File: src/hdl/sfd_pkg.sv
// Shared types and constants for the socket frame deframer.
package sfd_pkg;

    localparam int unsigned HDR_BYTES = 24;
    localparam int unsigned HDR_BITS  = HDR_BYTES * 8;
    localparam int unsigned CNT_W     = 5;

    localparam logic [31:0] HDR_MAGIC    = 32'h4A56_4950;
    localparam logic [15:0] WIRE_VERSION = 16'd2;

    localparam logic [31:0] MAX_FRAME_RST = 32'd65560;
    localparam logic [63:0] KIND_MASK_RST = {64{1'b1}};

    localparam logic [CNT_W-1:0] LAST_HDR_IDX = CNT_W'(HDR_BYTES - 1);

    // Word operations
    localparam logic OP_BYTE  = 1'b0;
    localparam logic OP_CLEAR = 1'b1;

    // Error codes
    localparam logic [2:0] ERR_NONE      = 3'd0;
    localparam logic [2:0] ERR_BAD_HDR   = 3'd1;
    localparam logic [2:0] ERR_BAD_VER   = 3'd2;
    localparam logic [2:0] ERR_BAD_KIND  = 3'd3;
    localparam logic [2:0] ERR_TOO_LARGE = 3'd4;

    // Configuration register indexes
    localparam logic CFG_MAX_FRAME = 1'b0;
    localparam logic CFG_KIND_MASK = 1'b1;

    typedef struct packed {
        logic [15:0] kind;
        logic [31:0] length;
        logic [63:0] corr;
    } t_hdr_info;

    typedef struct packed {
        logic [7:0]  payload_byte;
        logic        byte_valid;
        logic        last;
        logic [15:0] frame_kind;
        logic [63:0] correlation;
        logic [31:0] payload_length;
        logic [2:0]  error_code;
    } t_result;

endpackage

File: src/hdl/sfd_hdr.sv
// Header capture shift register and header checks.
module sfd_hdr (
    input  logic                     i_clk,
    input  logic                     i_shift,
    input  logic [7:0]               i_byte,
    input  logic [31:0]              i_max_frame_bytes,
    input  logic [63:0]              i_known_kind_mask,
    output sfd_pkg::t_hdr_info       o_cur,
    output sfd_pkg::t_hdr_info       o_nxt,
    output logic [2:0]               o_err
);

    logic [sfd_pkg::HDR_BITS-1:0] r_hdr;
    logic [sfd_pkg::HDR_BITS-1:0] w_nxt;
    logic [32:0]                  w_frame_len;

    always_ff @(posedge i_clk) begin
        if (i_shift) begin
            r_hdr <= w_nxt;
        end
    end

    // Header as it stands once the incoming word is shifted in
    assign w_nxt = {r_hdr[sfd_pkg::HDR_BITS-9:0], i_byte};

    assign o_cur.kind   = r_hdr[143:128];
    assign o_cur.length = r_hdr[95:64];
    assign o_cur.corr   = r_hdr[63:0];

    assign o_nxt.kind   = w_nxt[143:128];
    assign o_nxt.length = w_nxt[95:64];
    assign o_nxt.corr   = w_nxt[63:0];

    assign w_frame_len = {1'b0, w_nxt[95:64]} + 33'(sfd_pkg::HDR_BYTES);

    always_comb begin
        if (w_nxt[191:160] != sfd_pkg::HDR_MAGIC) begin
            o_err = sfd_pkg::ERR_BAD_HDR;
        end else if (w_nxt[159:144] != sfd_pkg::WIRE_VERSION) begin
            o_err = sfd_pkg::ERR_BAD_VER;
        end else if (w_nxt[127:96] != 32'd0) begin
            o_err = sfd_pkg::ERR_BAD_HDR;
        end else if ((w_nxt[143:134] != 10'd0) || !i_known_kind_mask[w_nxt[133:128]]) begin
            o_err = sfd_pkg::ERR_BAD_KIND;
        end else if (w_frame_len > {1'b0, i_max_frame_bytes}) begin
            o_err = sfd_pkg::ERR_TOO_LARGE;
        end else begin
            o_err = sfd_pkg::ERR_NONE;
        end
    end

endmodule

File: src/hdl/sfd_obuf.sv
// Output result register with valid/ready handshake.
module sfd_obuf (
    input  logic              i_clk,
    input  logic              i_rst_n,
    input  logic              i_load,
    input  sfd_pkg::t_result  i_res,
    output logic              o_can_load,
    output logic              o_valid,
    input  logic              i_ready,
    output sfd_pkg::t_result  o_res
);

    logic             r_valid;
    sfd_pkg::t_result r_res;

    assign o_can_load = !r_valid || i_ready;

    always_ff @(posedge i_clk) begin
        if (!i_rst_n) begin
            r_valid <= 1'b0;
        end else if (o_can_load) begin
            r_valid <= i_load;
        end
    end

    always_ff @(posedge i_clk) begin
        if (o_can_load && i_load) begin
            r_res <= i_res;
        end
    end

    assign o_valid = r_valid;
    assign o_res   = r_res;

endmodule

File: src/hdl/socket_frame_deframer_core.sv
// Top level of the socket frame deframer: frame control and config registers.
// A result is registered: it appears on o_valid in the cycle after the word that causes it is accepted.
// Throughput: one word per cycle; o_ready drops only while a result waits on i_ready.
// Reset (synchronous, i_rst_n low): clears header count, payload and error state, output
// valid, and returns max_frame_bytes and known_kind_mask to their defaults.
// The header store itself is not reset; it is always filled before it is checked.
module socket_frame_deframer_core (
    input  logic        i_clk,
    input  logic        i_rst_n,
    input  logic        i_valid,
    output logic        o_ready,
    input  logic        i_op,
    input  logic [7:0]  i_data_byte,
    output logic        o_valid,
    input  logic        i_ready,
    output logic [7:0]  o_payload_byte,
    output logic        o_byte_valid,
    output logic        o_last,
    output logic [15:0] o_frame_kind,
    output logic [63:0] o_correlation,
    output logic [31:0] o_payload_length,
    output logic [2:0]  o_error_code,
    input  logic        i_cfg_we,
    input  logic        i_cfg_index,
    input  logic [63:0] i_cfg_data
);

    logic [31:0]                r_max_frame;
    logic [63:0]                r_kind_mask;
    logic [sfd_pkg::CNT_W-1:0]  r_count, n_count;
    logic                       r_in_payload, n_in_payload;
    logic [31:0]                r_left, n_left;
    logic                       r_stuck, n_stuck;

    logic                       w_accept;
    logic                       w_shift;
    logic                       w_emit;
    logic                       w_can_load;
    logic                       w_fin;
    logic [2:0]                 w_err;
    sfd_pkg::t_hdr_info         w_cur;
    sfd_pkg::t_hdr_info         w_nxt;
    sfd_pkg::t_result           w_res;
    sfd_pkg::t_result           w_out;

    assign o_ready  = w_can_load;
    assign w_accept = i_valid && w_can_load;
    assign w_fin    = (r_left <= 32'd1);

    always_ff @(posedge i_clk) begin
        if (!i_rst_n) begin
            r_max_frame <= sfd_pkg::MAX_FRAME_RST;
            r_kind_mask <= sfd_pkg::KIND_MASK_RST;
        end else if (i_cfg_we) begin
            unique case (i_cfg_index)
                sfd_pkg::CFG_MAX_FRAME: r_max_frame <= i_cfg_data[31:0];
                sfd_pkg::CFG_KIND_MASK: r_kind_mask <= i_cfg_data;
                default:                r_kind_mask <= r_kind_mask;
            endcase
        end
    end

    always_comb begin
        n_count      = r_count;
        n_in_payload = r_in_payload;
        n_left       = r_left;
        n_stuck      = r_stuck;
        w_shift      = 1'b0;
        w_emit       = 1'b0;
        w_res        = '0;
        w_res.last   = 1'b1;
        if (w_accept) begin
            if (i_op == sfd_pkg::OP_CLEAR) begin
                // clear: drop partial header, payload and error state
                n_count      = '0;
                n_in_payload = 1'b0;
                n_left       = '0;
                n_stuck      = 1'b0;
            end else if (r_stuck) begin
                // drop the word
            end else if (r_in_payload) begin
                w_emit               = 1'b1;
                w_res.payload_byte   = i_data_byte;
                w_res.byte_valid     = 1'b1;
                w_res.last           = w_fin;
                w_res.frame_kind     = w_cur.kind;
                w_res.correlation    = w_cur.corr;
                w_res.payload_length = w_cur.length;
                if (w_fin) begin
                    n_left       = '0;
                    n_in_payload = 1'b0;
                end else begin
                    n_left = r_left - 32'd1;
                end
            end else begin
                w_shift = 1'b1;
                if (r_count == sfd_pkg::LAST_HDR_IDX) begin
                    n_count = '0;
                    if (w_err != sfd_pkg::ERR_NONE) begin
                        n_stuck          = 1'b1;
                        w_emit           = 1'b1;
                        w_res.error_code = w_err;
                    end else if (w_nxt.length == 32'd0) begin
                        w_emit            = 1'b1;
                        w_res.frame_kind  = w_nxt.kind;
                        w_res.correlation = w_nxt.corr;
                    end else begin
                        n_in_payload = 1'b1;
                        n_left       = w_nxt.length;
                    end
                end else begin
                    n_count = r_count + 1'b1;
                end
            end
        end
    end

    always_ff @(posedge i_clk) begin
        if (!i_rst_n) begin
            r_count      <= '0;
            r_in_payload <= 1'b0;
            r_left       <= '0;
            r_stuck      <= 1'b0;
        end else begin
            r_count      <= n_count;
            r_in_payload <= n_in_payload;
            r_left       <= n_left;
            r_stuck      <= n_stuck;
        end
    end

    sfd_hdr u_hdr (
        .i_clk             (i_clk),
        .i_shift           (w_shift),
        .i_byte            (i_data_byte),
        .i_max_frame_bytes (r_max_frame),
        .i_known_kind_mask (r_kind_mask),
        .o_cur             (w_cur),
        .o_nxt             (w_nxt),
        .o_err             (w_err)
    );

    sfd_obuf u_obuf (
        .i_clk      (i_clk),
        .i_rst_n    (i_rst_n),
        .i_load     (w_emit),
        .i_res      (w_res),
        .o_can_load (w_can_load),
        .o_valid    (o_valid),
        .i_ready    (i_ready),
        .o_res      (w_out)
    );

    assign o_payload_byte   = w_out.payload_byte;
    assign o_byte_valid     = w_out.byte_valid;
    assign o_last           = w_out.last;
    assign o_frame_kind     = w_out.frame_kind;
    assign o_correlation    = w_out.correlation;
    assign o_payload_length = w_out.payload_length;
    assign o_error_code     = w_out.error_code;

endmodule

File: config.mk
export PLATFORM = sky130hd
export DESIGN_NAME = socket_frame_deframer_core
export DESIGN_NICKNAME = d
export VERILOG_FILES = /design/src/hdl/sfd_pkg.sv /design/src/hdl/sfd_hdr.sv /design/src/hdl/sfd_obuf.sv /design/src/hdl/socket_frame_deframer_core.sv
export SDC_FILE = /design/constraint.sdc
export NUM_CORES = 1
export LEC_CHECK = 0
export BUFFER_PORTS_ARGS = -buffer_cell sky130_fd_sc_hd__buf_2
export CORE_ASPECT_RATIO = 0.7
export CORE_MARGIN = 5
export CORE_UTILIZATION = 50
export CTS_CLUSTER_DIAMETER = 40
export DETAILED_ROUTE_END_ITERATION = 16
export GPL_ROUTABILITY_DRIVEN = 0
export HOLD_SLACK_MARGIN = 0.06
export PLACE_DENSITY = 0.76
export SLEW_MARGIN = 15
export SYNTH_ARGS = -nofsm -noshare
export SYNTH_HDL_FRONTEND = slang
export SYNTH_SLANG_ARGS = --single-unit
File: constraint.sdc
create_clock -name i_clk -period 7.2 [get_ports i_clk]
set_clock_uncertainty 0.15 [all_clocks]
set_input_delay 0.72 -clock i_clk [delete_from_list [all_inputs] [get_ports i_clk]]
set_output_delay 0.72 -clock i_clk [all_outputs]
set_load 0.05 [all_outputs]
* Word-level counts from Yosys, hierarchy flattened
Index checks and enable logic that the tools add are counted.
** Word-level totals
- Register bits :: 445
- Input port bits :: 79
** Cells by class
- Equal/unequal tests :: 7
- Order comparisons :: 3
- Reductions and logical operators :: 19
- Add/subtract/negate cells :: 3
- Mux-type cells :: 46
- Bitwise gates (word level) :: 5
** Operators by type and width (number)
- 80-bit 2-to-1 mux :: 4
- 32-bit 2-to-1 mux :: 7
- 32-bit by 5-bit adder with 33-bit output (second input constant) :: 1
- 33-bit by 32-bit greater-than comparator with 1-bit output :: 1
- 32-bit by 1-bit less-or-equal comparator with 1-bit output (second input constant) :: 1
- 32-bit logical NOT :: 1
- 32-bit by 31-bit != test with 1-bit output (second input constant) :: 1
- 32-bit nonzero test :: 1
- 32-bit by 1-bit subtractor with 32-bit output (second input constant) :: 1
- 1-bit 2-to-1 mux :: 24
- 5-bit 2-to-1 mux :: 4
- 16-bit by 2-bit != test with 1-bit output (second input constant) :: 1
- 3-bit 2-to-1 mux :: 5
- 10-bit nonzero test :: 1
- 6-bit by 7-bit < comparator with 1-bit output (second input constant) :: 1
- 1-bit binary-select mux with 6-bit select :: 1
- 3-bit != test (second input constant) :: 2
- 2-bit AND reduction :: 3
- 3-bit nonzero test :: 2
- 6-bit OR reduction :: 1
- 5-bit by 1-bit adder with 5-bit output (second input constant) :: 1
- 5-bit == test (second input constant) :: 1
- 1-bit inverter :: 5
- 5-bit AND reduction :: 1
- 8 further kinds :: 12

* Logic depth before layout (Yosys ltp)
- Depth in word-level cells :: 16
- Gate-level depth with buffers :: 18
- Depth with buffers taken out :: 16

* Modules after synthesis
Synthesis repeated with hierarchy kept, for this count alone.
** Second synthesis, totals
- Cell total of the unflattened synthesis :: 1747
- Area total of the unflattened synthesis :: 20235.7 um^2
** Modules (own cells, without submodules)
- sfd_hdr :: times used 1, area an instance 9376.5 um^2, seq. area each 5525.3 um^2, cells each 685
- socket_frame_deframer_core :: times used 1, area an instance 7048.0 um^2, seq. area each 2702.6 um^2, cells each 932
- sfd_obuf :: times used 1, area an instance 3811.2 um^2, seq. area each 3773.6 um^2, cells each 130

* Least setup slack after synthesis
OpenSTA, ideal clock, no wires.
- Kind :: input to register
- Start :: in i_ready
- End :: reg r_count[3] (netlist bit)
- Data arrival time :: 6435 ps
- Stages :: 8
- Setup time :: 70 ps
- Path slack :: 545 ps
- Path through :: nand2b_1 > nand2_1 > nor3_1 > nand2b_1 > inv_1 > nand2_1 > or3_1 > a21oi_1
** Between the ends
- Longest elaborated chain between the ends :: 3
** Ends and longest elaborated chain
- start: declaration :: line socket_frame_deframer_core.sv:15 : input logic i_ready,
- 1-bit logical OR :: line sfd_obuf.sv:16 : assign o_can_load = !r_valid || i_ready;
- 1-bit logical AND :: line socket_frame_deframer_core.sv:47 : assign w_accept = i_valid && w_can_load;
- 3-bit AND reduction (no line)
- end signal: assignment :: line socket_frame_deframer_core.sv:125 : r_count <= n_count;
- end: declaration :: line socket_frame_deframer_core.sv:30 : logic [sfd_pkg::CNT_W-1:0] r_count, n_count;
No other way between the ends.
A chain may end at the register's enable or synchronous reset.

* Worst setup path in the final report
- Start :: reg u_hdr.r_hdr[59] (netlist bit)
- End :: reg u_obuf.r_res (netlist bit u_obuf.o_res[28]) (enable)
** Between the ends
- Longest elaborated chain between the ends :: 15
- Elaborated cells on any way between the ends :: 17
- Classes of those cells :: 1 x add/sub; 1 x order compare; 12 x mux; 3 x reduce/logical
** Ends and longest elaborated chain
- start: declaration :: line sfd_hdr.sv:13 : logic [sfd_pkg::HDR_BITS-1:0] r_hdr;
- start signal: assignment :: line sfd_hdr.sv:19 : r_hdr <= w_nxt;
- 32-bit by 5-bit adder with 33-bit output :: line sfd_hdr.sv:34 : assign w_frame_len = {1'b0, w_nxt[95:64]} + 33'(sfd_pkg::HDR_BYTES);
- 33-bit by 32-bit greater-than comparator with 1-bit output :: line sfd_hdr.sv:45 : end else if (w_frame_len > {1'b0, i_max_frame_bytes}) begin
- 3-bit 2-to-1 mux :: line sfd_hdr.sv:45
- 3-bit 2-to-1 mux :: line sfd_hdr.sv:43 : end else if ((w_nxt[143:134] != 10'd0) || !i_known_kind_mask[w_nxt[133:128]]) begin
- 3-bit 2-to-1 mux :: line sfd_hdr.sv:41 : end else if (w_nxt[127:96] != 32'd0) begin
- 3-bit 2-to-1 mux :: line sfd_hdr.sv:39 : end else if (w_nxt[159:144] != sfd_pkg::WIRE_VERSION) begin
- 3-bit 2-to-1 mux :: line sfd_hdr.sv:37 : if (w_nxt[191:160] != sfd_pkg::HDR_MAGIC) begin
- 3-bit nonzero test :: line socket_frame_deframer_core.sv:99 : if (w_err != sfd_pkg::ERR_NONE) begin
- 1-bit 2-to-1 mux * :: line socket_frame_deframer_core.sv:99
- 1-bit 2-to-1 mux * :: line socket_frame_deframer_core.sv:97 : if (r_count == sfd_pkg::LAST_HDR_IDX) begin
- 1-bit 2-to-1 mux * :: line socket_frame_deframer_core.sv:81 : end else if (r_in_payload) begin
- 1-bit 2-to-1 mux * :: line socket_frame_deframer_core.sv:79 : end else if (r_stuck) begin
- 1-bit 2-to-1 mux * :: line socket_frame_deframer_core.sv:73 : if (i_op == sfd_pkg::OP_CLEAR) begin
- 1-bit 2-to-1 mux * :: line socket_frame_deframer_core.sv:72 : if (w_accept) begin
- 1-bit logical AND * :: line sfd_obuf.sv:27 : if (o_can_load && i_load) begin
- end signal: assignment :: line sfd_obuf.sv:28 : r_res <= i_res;
- end: declaration :: line sfd_obuf.sv:14 : sfd_pkg::t_result r_res;
Every way passes the cells marked *; elsewhere a longest branch is shown, timed or not.

==> results.md <==
Outcome:
- The flow ran to the end, and the final reports show no timing, DRC or antenna violations.

Global route:
- The overall global routing resource usage is 21.96%.
- The pin count of the biggest net entering global routing is 110.
- The first-pass GRT wire length is 72020 um.
- The number of antenna violations at the first check in global routing is 0.
- The total overflow left after global routing is 0.
- The via count of the first global-routing pass is 13065.

STA:
- Summed over all failing endpoints, the final setup total negative slack is 0 ns.
- The slew at the pin closest to its max-slew limit is 1.172 ns.
- The number of hold violations in the final report is 0.
- Setup repair after global routing left no endpoint under its margin.
- The shortest clock period the worst path allows after layout is 6.339 ns.
- The final period utilization is 88.04%.
- The relative slew slack is 21.88%.
- The number of max-slew violations in the final report is 0.
- The maximum clock frequency is 0.1578 GHz.
- Setup violations remaining at the end of the flow were counted as 0.

Critical path:
- STA classifies the critical path startpoint as a flop.
- The critical path arrival is 6.42 ns.
- The launch point of the worst reg-to-reg path is u_hdr.r_hdr[59].
- The worst reg-to-reg setup slack is 0.86 ns.
- The worst setup path is captured at a flop.
- Along the worst path, the maximum fanout reaches 45.
- For the worst setup path, the data required time is 7.28 ns.
- The destination of the worst register-to-register timing path is u_obuf.o_res[28].
- The worst register-to-register path has a depth of 16.
- The critical path is of the reg -> reg type.

Logic synthesis:
- In this run, synthesis inferred 309 flip-flops with an integrated enable.
- The xor-xnor portion of the synthesized cell area is 1.739%.
- The synthesized-area fraction occupied by adder cells is 2.417%.
- Synthesis inferred 445 register bits.
- For this run, the number of Yosys warnings is 0.
- The post-synthesis async set-or-reset flop share is 0%.
- Summing the areas of all and, or, nand and nor instances in the mapped netlist gives 16.21% of the synthesized area.
- By area, the combinational part of the netlist is dominated by simple AND/OR/NAND/NOR gates.
- The total nets after synthesis is 1684.
- The count of different cell masters after synthesis is 71.
- The synthesized netlist devotes 10.20% of its cell area to compound gates.
- Summing the sequential cell areas from Yosys gives 64.39% of the chip area.
- The most used flip-flop cell after synthesis is edfxtp_1.
- The top cell type by area accounts for 49.79% of the synthesized area.
- The synthesized design spends more area on one cell type than any other, namely edfxtp_1.
- Measured against the total synthesized area, the mux share comes to 1.866%.
- Synthesis handed over a netlist of 1569 instances.
- Summing every instance area after synthesis gives 0.01864 mm2.
- The mean cell area of the mapped netlist is 11.88 um2.
- Ranked by total cell area, the synthesized netlist is headed by edfxtp_1, dfxtp_1, nand2_1.

Pwr:
- Per report_power, the clock group accounts for 41.9% of the total.
- The combinational share of power is 5.8%.
- In this run the static leakage power is 7.963 nW.
- Summed over all nets, the switching power comes to 1.254 mW.
- The total power per unit cell area is 256.6 mW/mm2.
- The total internal power is 4.265 mW.
- The worst IR drop on VDD is 0.1459 mV.
- The net switching fraction of the power is 22.72%.
- Sequential cells burn 52.3% of the power.

Clocking:
- The clock slew at the register clock pins of the worst setup and hold paths is 0.06 ns.
- The number of gates resized after CTS is 0.
- The clock reaches the later pin of the worst-skew pair after 0.57 ns.
- The clock drives 445 sinks.
- The maximum level of the CTS H-tree is 2.
- The root buffer cell chosen for the clock tree is clkbuf_16.
- The CTS buffer count is 45.
- The quantity of hold-fixing buffers added after cts is 0.
- The buffer depth of the longest clock path is 3.
- The CTS tree is built.
- In this run the post-CTS setup repair buffer count came out at 0.

Routing:
- The routed design uses 21110 um of met2 wire.
- After detailed routing, the number of remaining DRC violations is 0.
- The count of routing violations after the opening detailed-route iteration is 1530.
- The top routing layer in use is met4.
- Using the TritonRoute via totals, the vias-per-cell ratio works out to 5.974.
- The detailed route wirelength on metal3 is 4673 um.
- For this run, the detailed router's first-pass iteration total came to 6.
- The total wirelength of the detailed-routed design is 46820 um.
- After detailed routing, the wire length on met1 is 19960 um.
- The detail-routed net length per standard cell is 20.67 um.
- In this run the remaining antenna-violating nets after routing total 0.
- The final route contains 13531 vias.

Final layout:
- The total inserted antenna cells is 0.
- The area added between synthesis and finish is 15.39%.
- Of the cells placed in the final design, the portion with a size suffix greater than 1 is 18.06%.
- The cell area after layout is 0.02151 mm2.
- The net count of the finished layout is 1857.

Place:
- In this run the cell area measured after placement is 0.02003 mm2.
- The half-perimeter wire length after detailed placement is 31730 um.
- The count of buffers added on input and output ports is 205.

Floorplan:
- The area of the core is 0.03698 mm2.
- In this run the count of I/O pins placed on the die edge is 206.
- The floorplan has 59 rows.
- For this configuration, the core starts out at a cell density of 50.39%.
- The floorplan die height is 171.5 um.
- The width of the die is 240.8 um.
- The die footprint is 0.04130 mm2.

Job:
- The tool flagged a number of max-cap violations equal to 0.

Hold path:
- The endpoint of the worst hold-timing path is u_hdr.r_hdr[6].
- Along the worst hold path, the cell count comes to 1.
- The startpoint identified for the worst hold timing path is i_data_byte[6].
- The path class of the lowest-slack min-delay path is in -> reg.
[critical path: stages, from the launching register on]
cell and delay, ns:
edfxtp_1 0.53, inv_1 0.12, ha_1 0.25, nor2_1 0.26, nand2_1 0.17, nor4_1 0.66
nand3_1 0.18, xnor2_1 0.17, ha_1 0.35, nand4_1 0.16, nor4_1 0.67, o311ai_0 0.39
a41oi_2 0.38, a21oi_2 0.13, a211oi_1 0.38, or2_4 0.61, buf_4 0.42
[worst max path at each step]
stage / from / end / slack, ns / depth (start not counted)
after global placement: u_hdr.r_hdr[60] / u_obuf.o_res[79] / 1.47 / 16
after CTS: u_hdr.r_hdr[59] / u_obuf.o_res[28] / 1.07 / 16
after detailed placement: u_hdr.r_hdr[59] / u_obuf.o_res[79] / 1.13 / 16
after floorplan: i_ready / r_count[3] / 0.54 / 8
final: u_hdr.r_hdr[59] / u_obuf.o_res[28] / 0.86 / 16
after global routing: u_hdr.r_hdr[59] / u_obuf.o_res[28] / 0.62 / 16
[through the flow]
stage / instances / worst slack (ns) / utilization (%) / power [mW] / hold WS [ns]
4_1_cts: 2265 / 1.072 / 58.15 / 5.545 / 0.1804
5_1_grt: 2265 / 0.6239 / 58.15 / 5.713 / 0.1920
3_3_place_gp: 2183 / 1.469 / 54.16 / 3.234 / 0.2705
6_report: 2265 / 0.8609 / 58.15 / 5.518 / 0.2024
2_1_floorplan: 1569 / 0.5450 / - / 3.138 / 0.2668
3_5_place_dp: 2183 / 1.126 / 54.16 / 3.250 / 0.2769
[layout by cell type, fill, tap and decap left out, types with 46 or more instances in the layout]
cell type | Yosys | layout
nand2_1 | 243 | 242
nand3_1 | 91 | 91
a21oi_1 | 65 | 65
a22o_1 | 70 | 70
clkbuf_16 | 0 | 46
and3_1 | 60 | 59
dfxtp_1 | 136 | 136
nor2_1 | 56 | 56
inv_1 | 47 | 46
edfxtp_1 | 309 | 309
buf_2 | 20 | 205
[kinds of logic (layout without fill, tap and decap cells)]
| kind of cell | Yosys count | after routing |
|---|---|---|
| multiplexers | 32 | 32 |
| flip-flops | 445 | 445 |
| AO/OA/AOI/OAI | 265 | 265 |
| XOR/XNOR | 37 | 37 |
| buffers and inverters | 144 | 352 |
| adder cells (fa/ha/maj) | 36 | 36 |
| AND/OR/NAND/NOR | 610 | 610 |
[Yosys cell counts (8+ instances only)]
library cell,count
nor2_1,56
a21oi_1,65
nor4_1,31
edfxtp_1,309
xnor2_1,22
o21ai_1,9
nand2_1,243
clkbuf_1,69
o21ai_0,26
nand4_1,27
nor2b_1,8
a22o_1,70
ha_1,36
a22oi_1,16
buf_2,20
nand3_1,91
xor2_1,15
a211oi_1,14
nor3_1,30
and3_1,60
inv_1,47
a32o_1,16
or3_1,10
mux2i_1,28
dfxtp_1,136
[power by group through the flow]
stage / Sequential (mW) / Combinational, mW / Clock [mW]
after floorplan: 2.91 / 0.226 / 0
after global placement: 2.93 / 0.302 / 0
after detailed placement: 2.94 / 0.314 / 0
after CTS: 2.88 / 0.316 / 2.35
after global routing: 2.89 / 0.355 / 2.46
final: 2.89 / 0.320 / 2.31
[metal layers]
layer,GRT usage [%],vias up
li1,-,6204
met3,4.953,94
met1,31.99,6590
met2,33.83,643
met4,5.663,0
met5,0,-
[sequential cells by signal, indices dropped and copies added, names as in the netlist]
name / cells
r_left: 32
r_kind_mask: 64
u_hdr.r_hdr: 184
r_max_frame: 32
u_obuf.o_valid: 1
r_in_payload: 1
r_count: 5
u_obuf.o_res: 125
r_stuck: 1
[layout make-up]
class                      count  area (um2)
sequential                   445       12000
clock inverter                20       231.5
fill                        2948       15480
clock buffer                  62        1245
tap                          488       610.6
multi-input combinational    980        6066
inverter                      48       186.4
timing repair buffer         222        1166
Note: power is estimated with default switching activity, not from simulation.
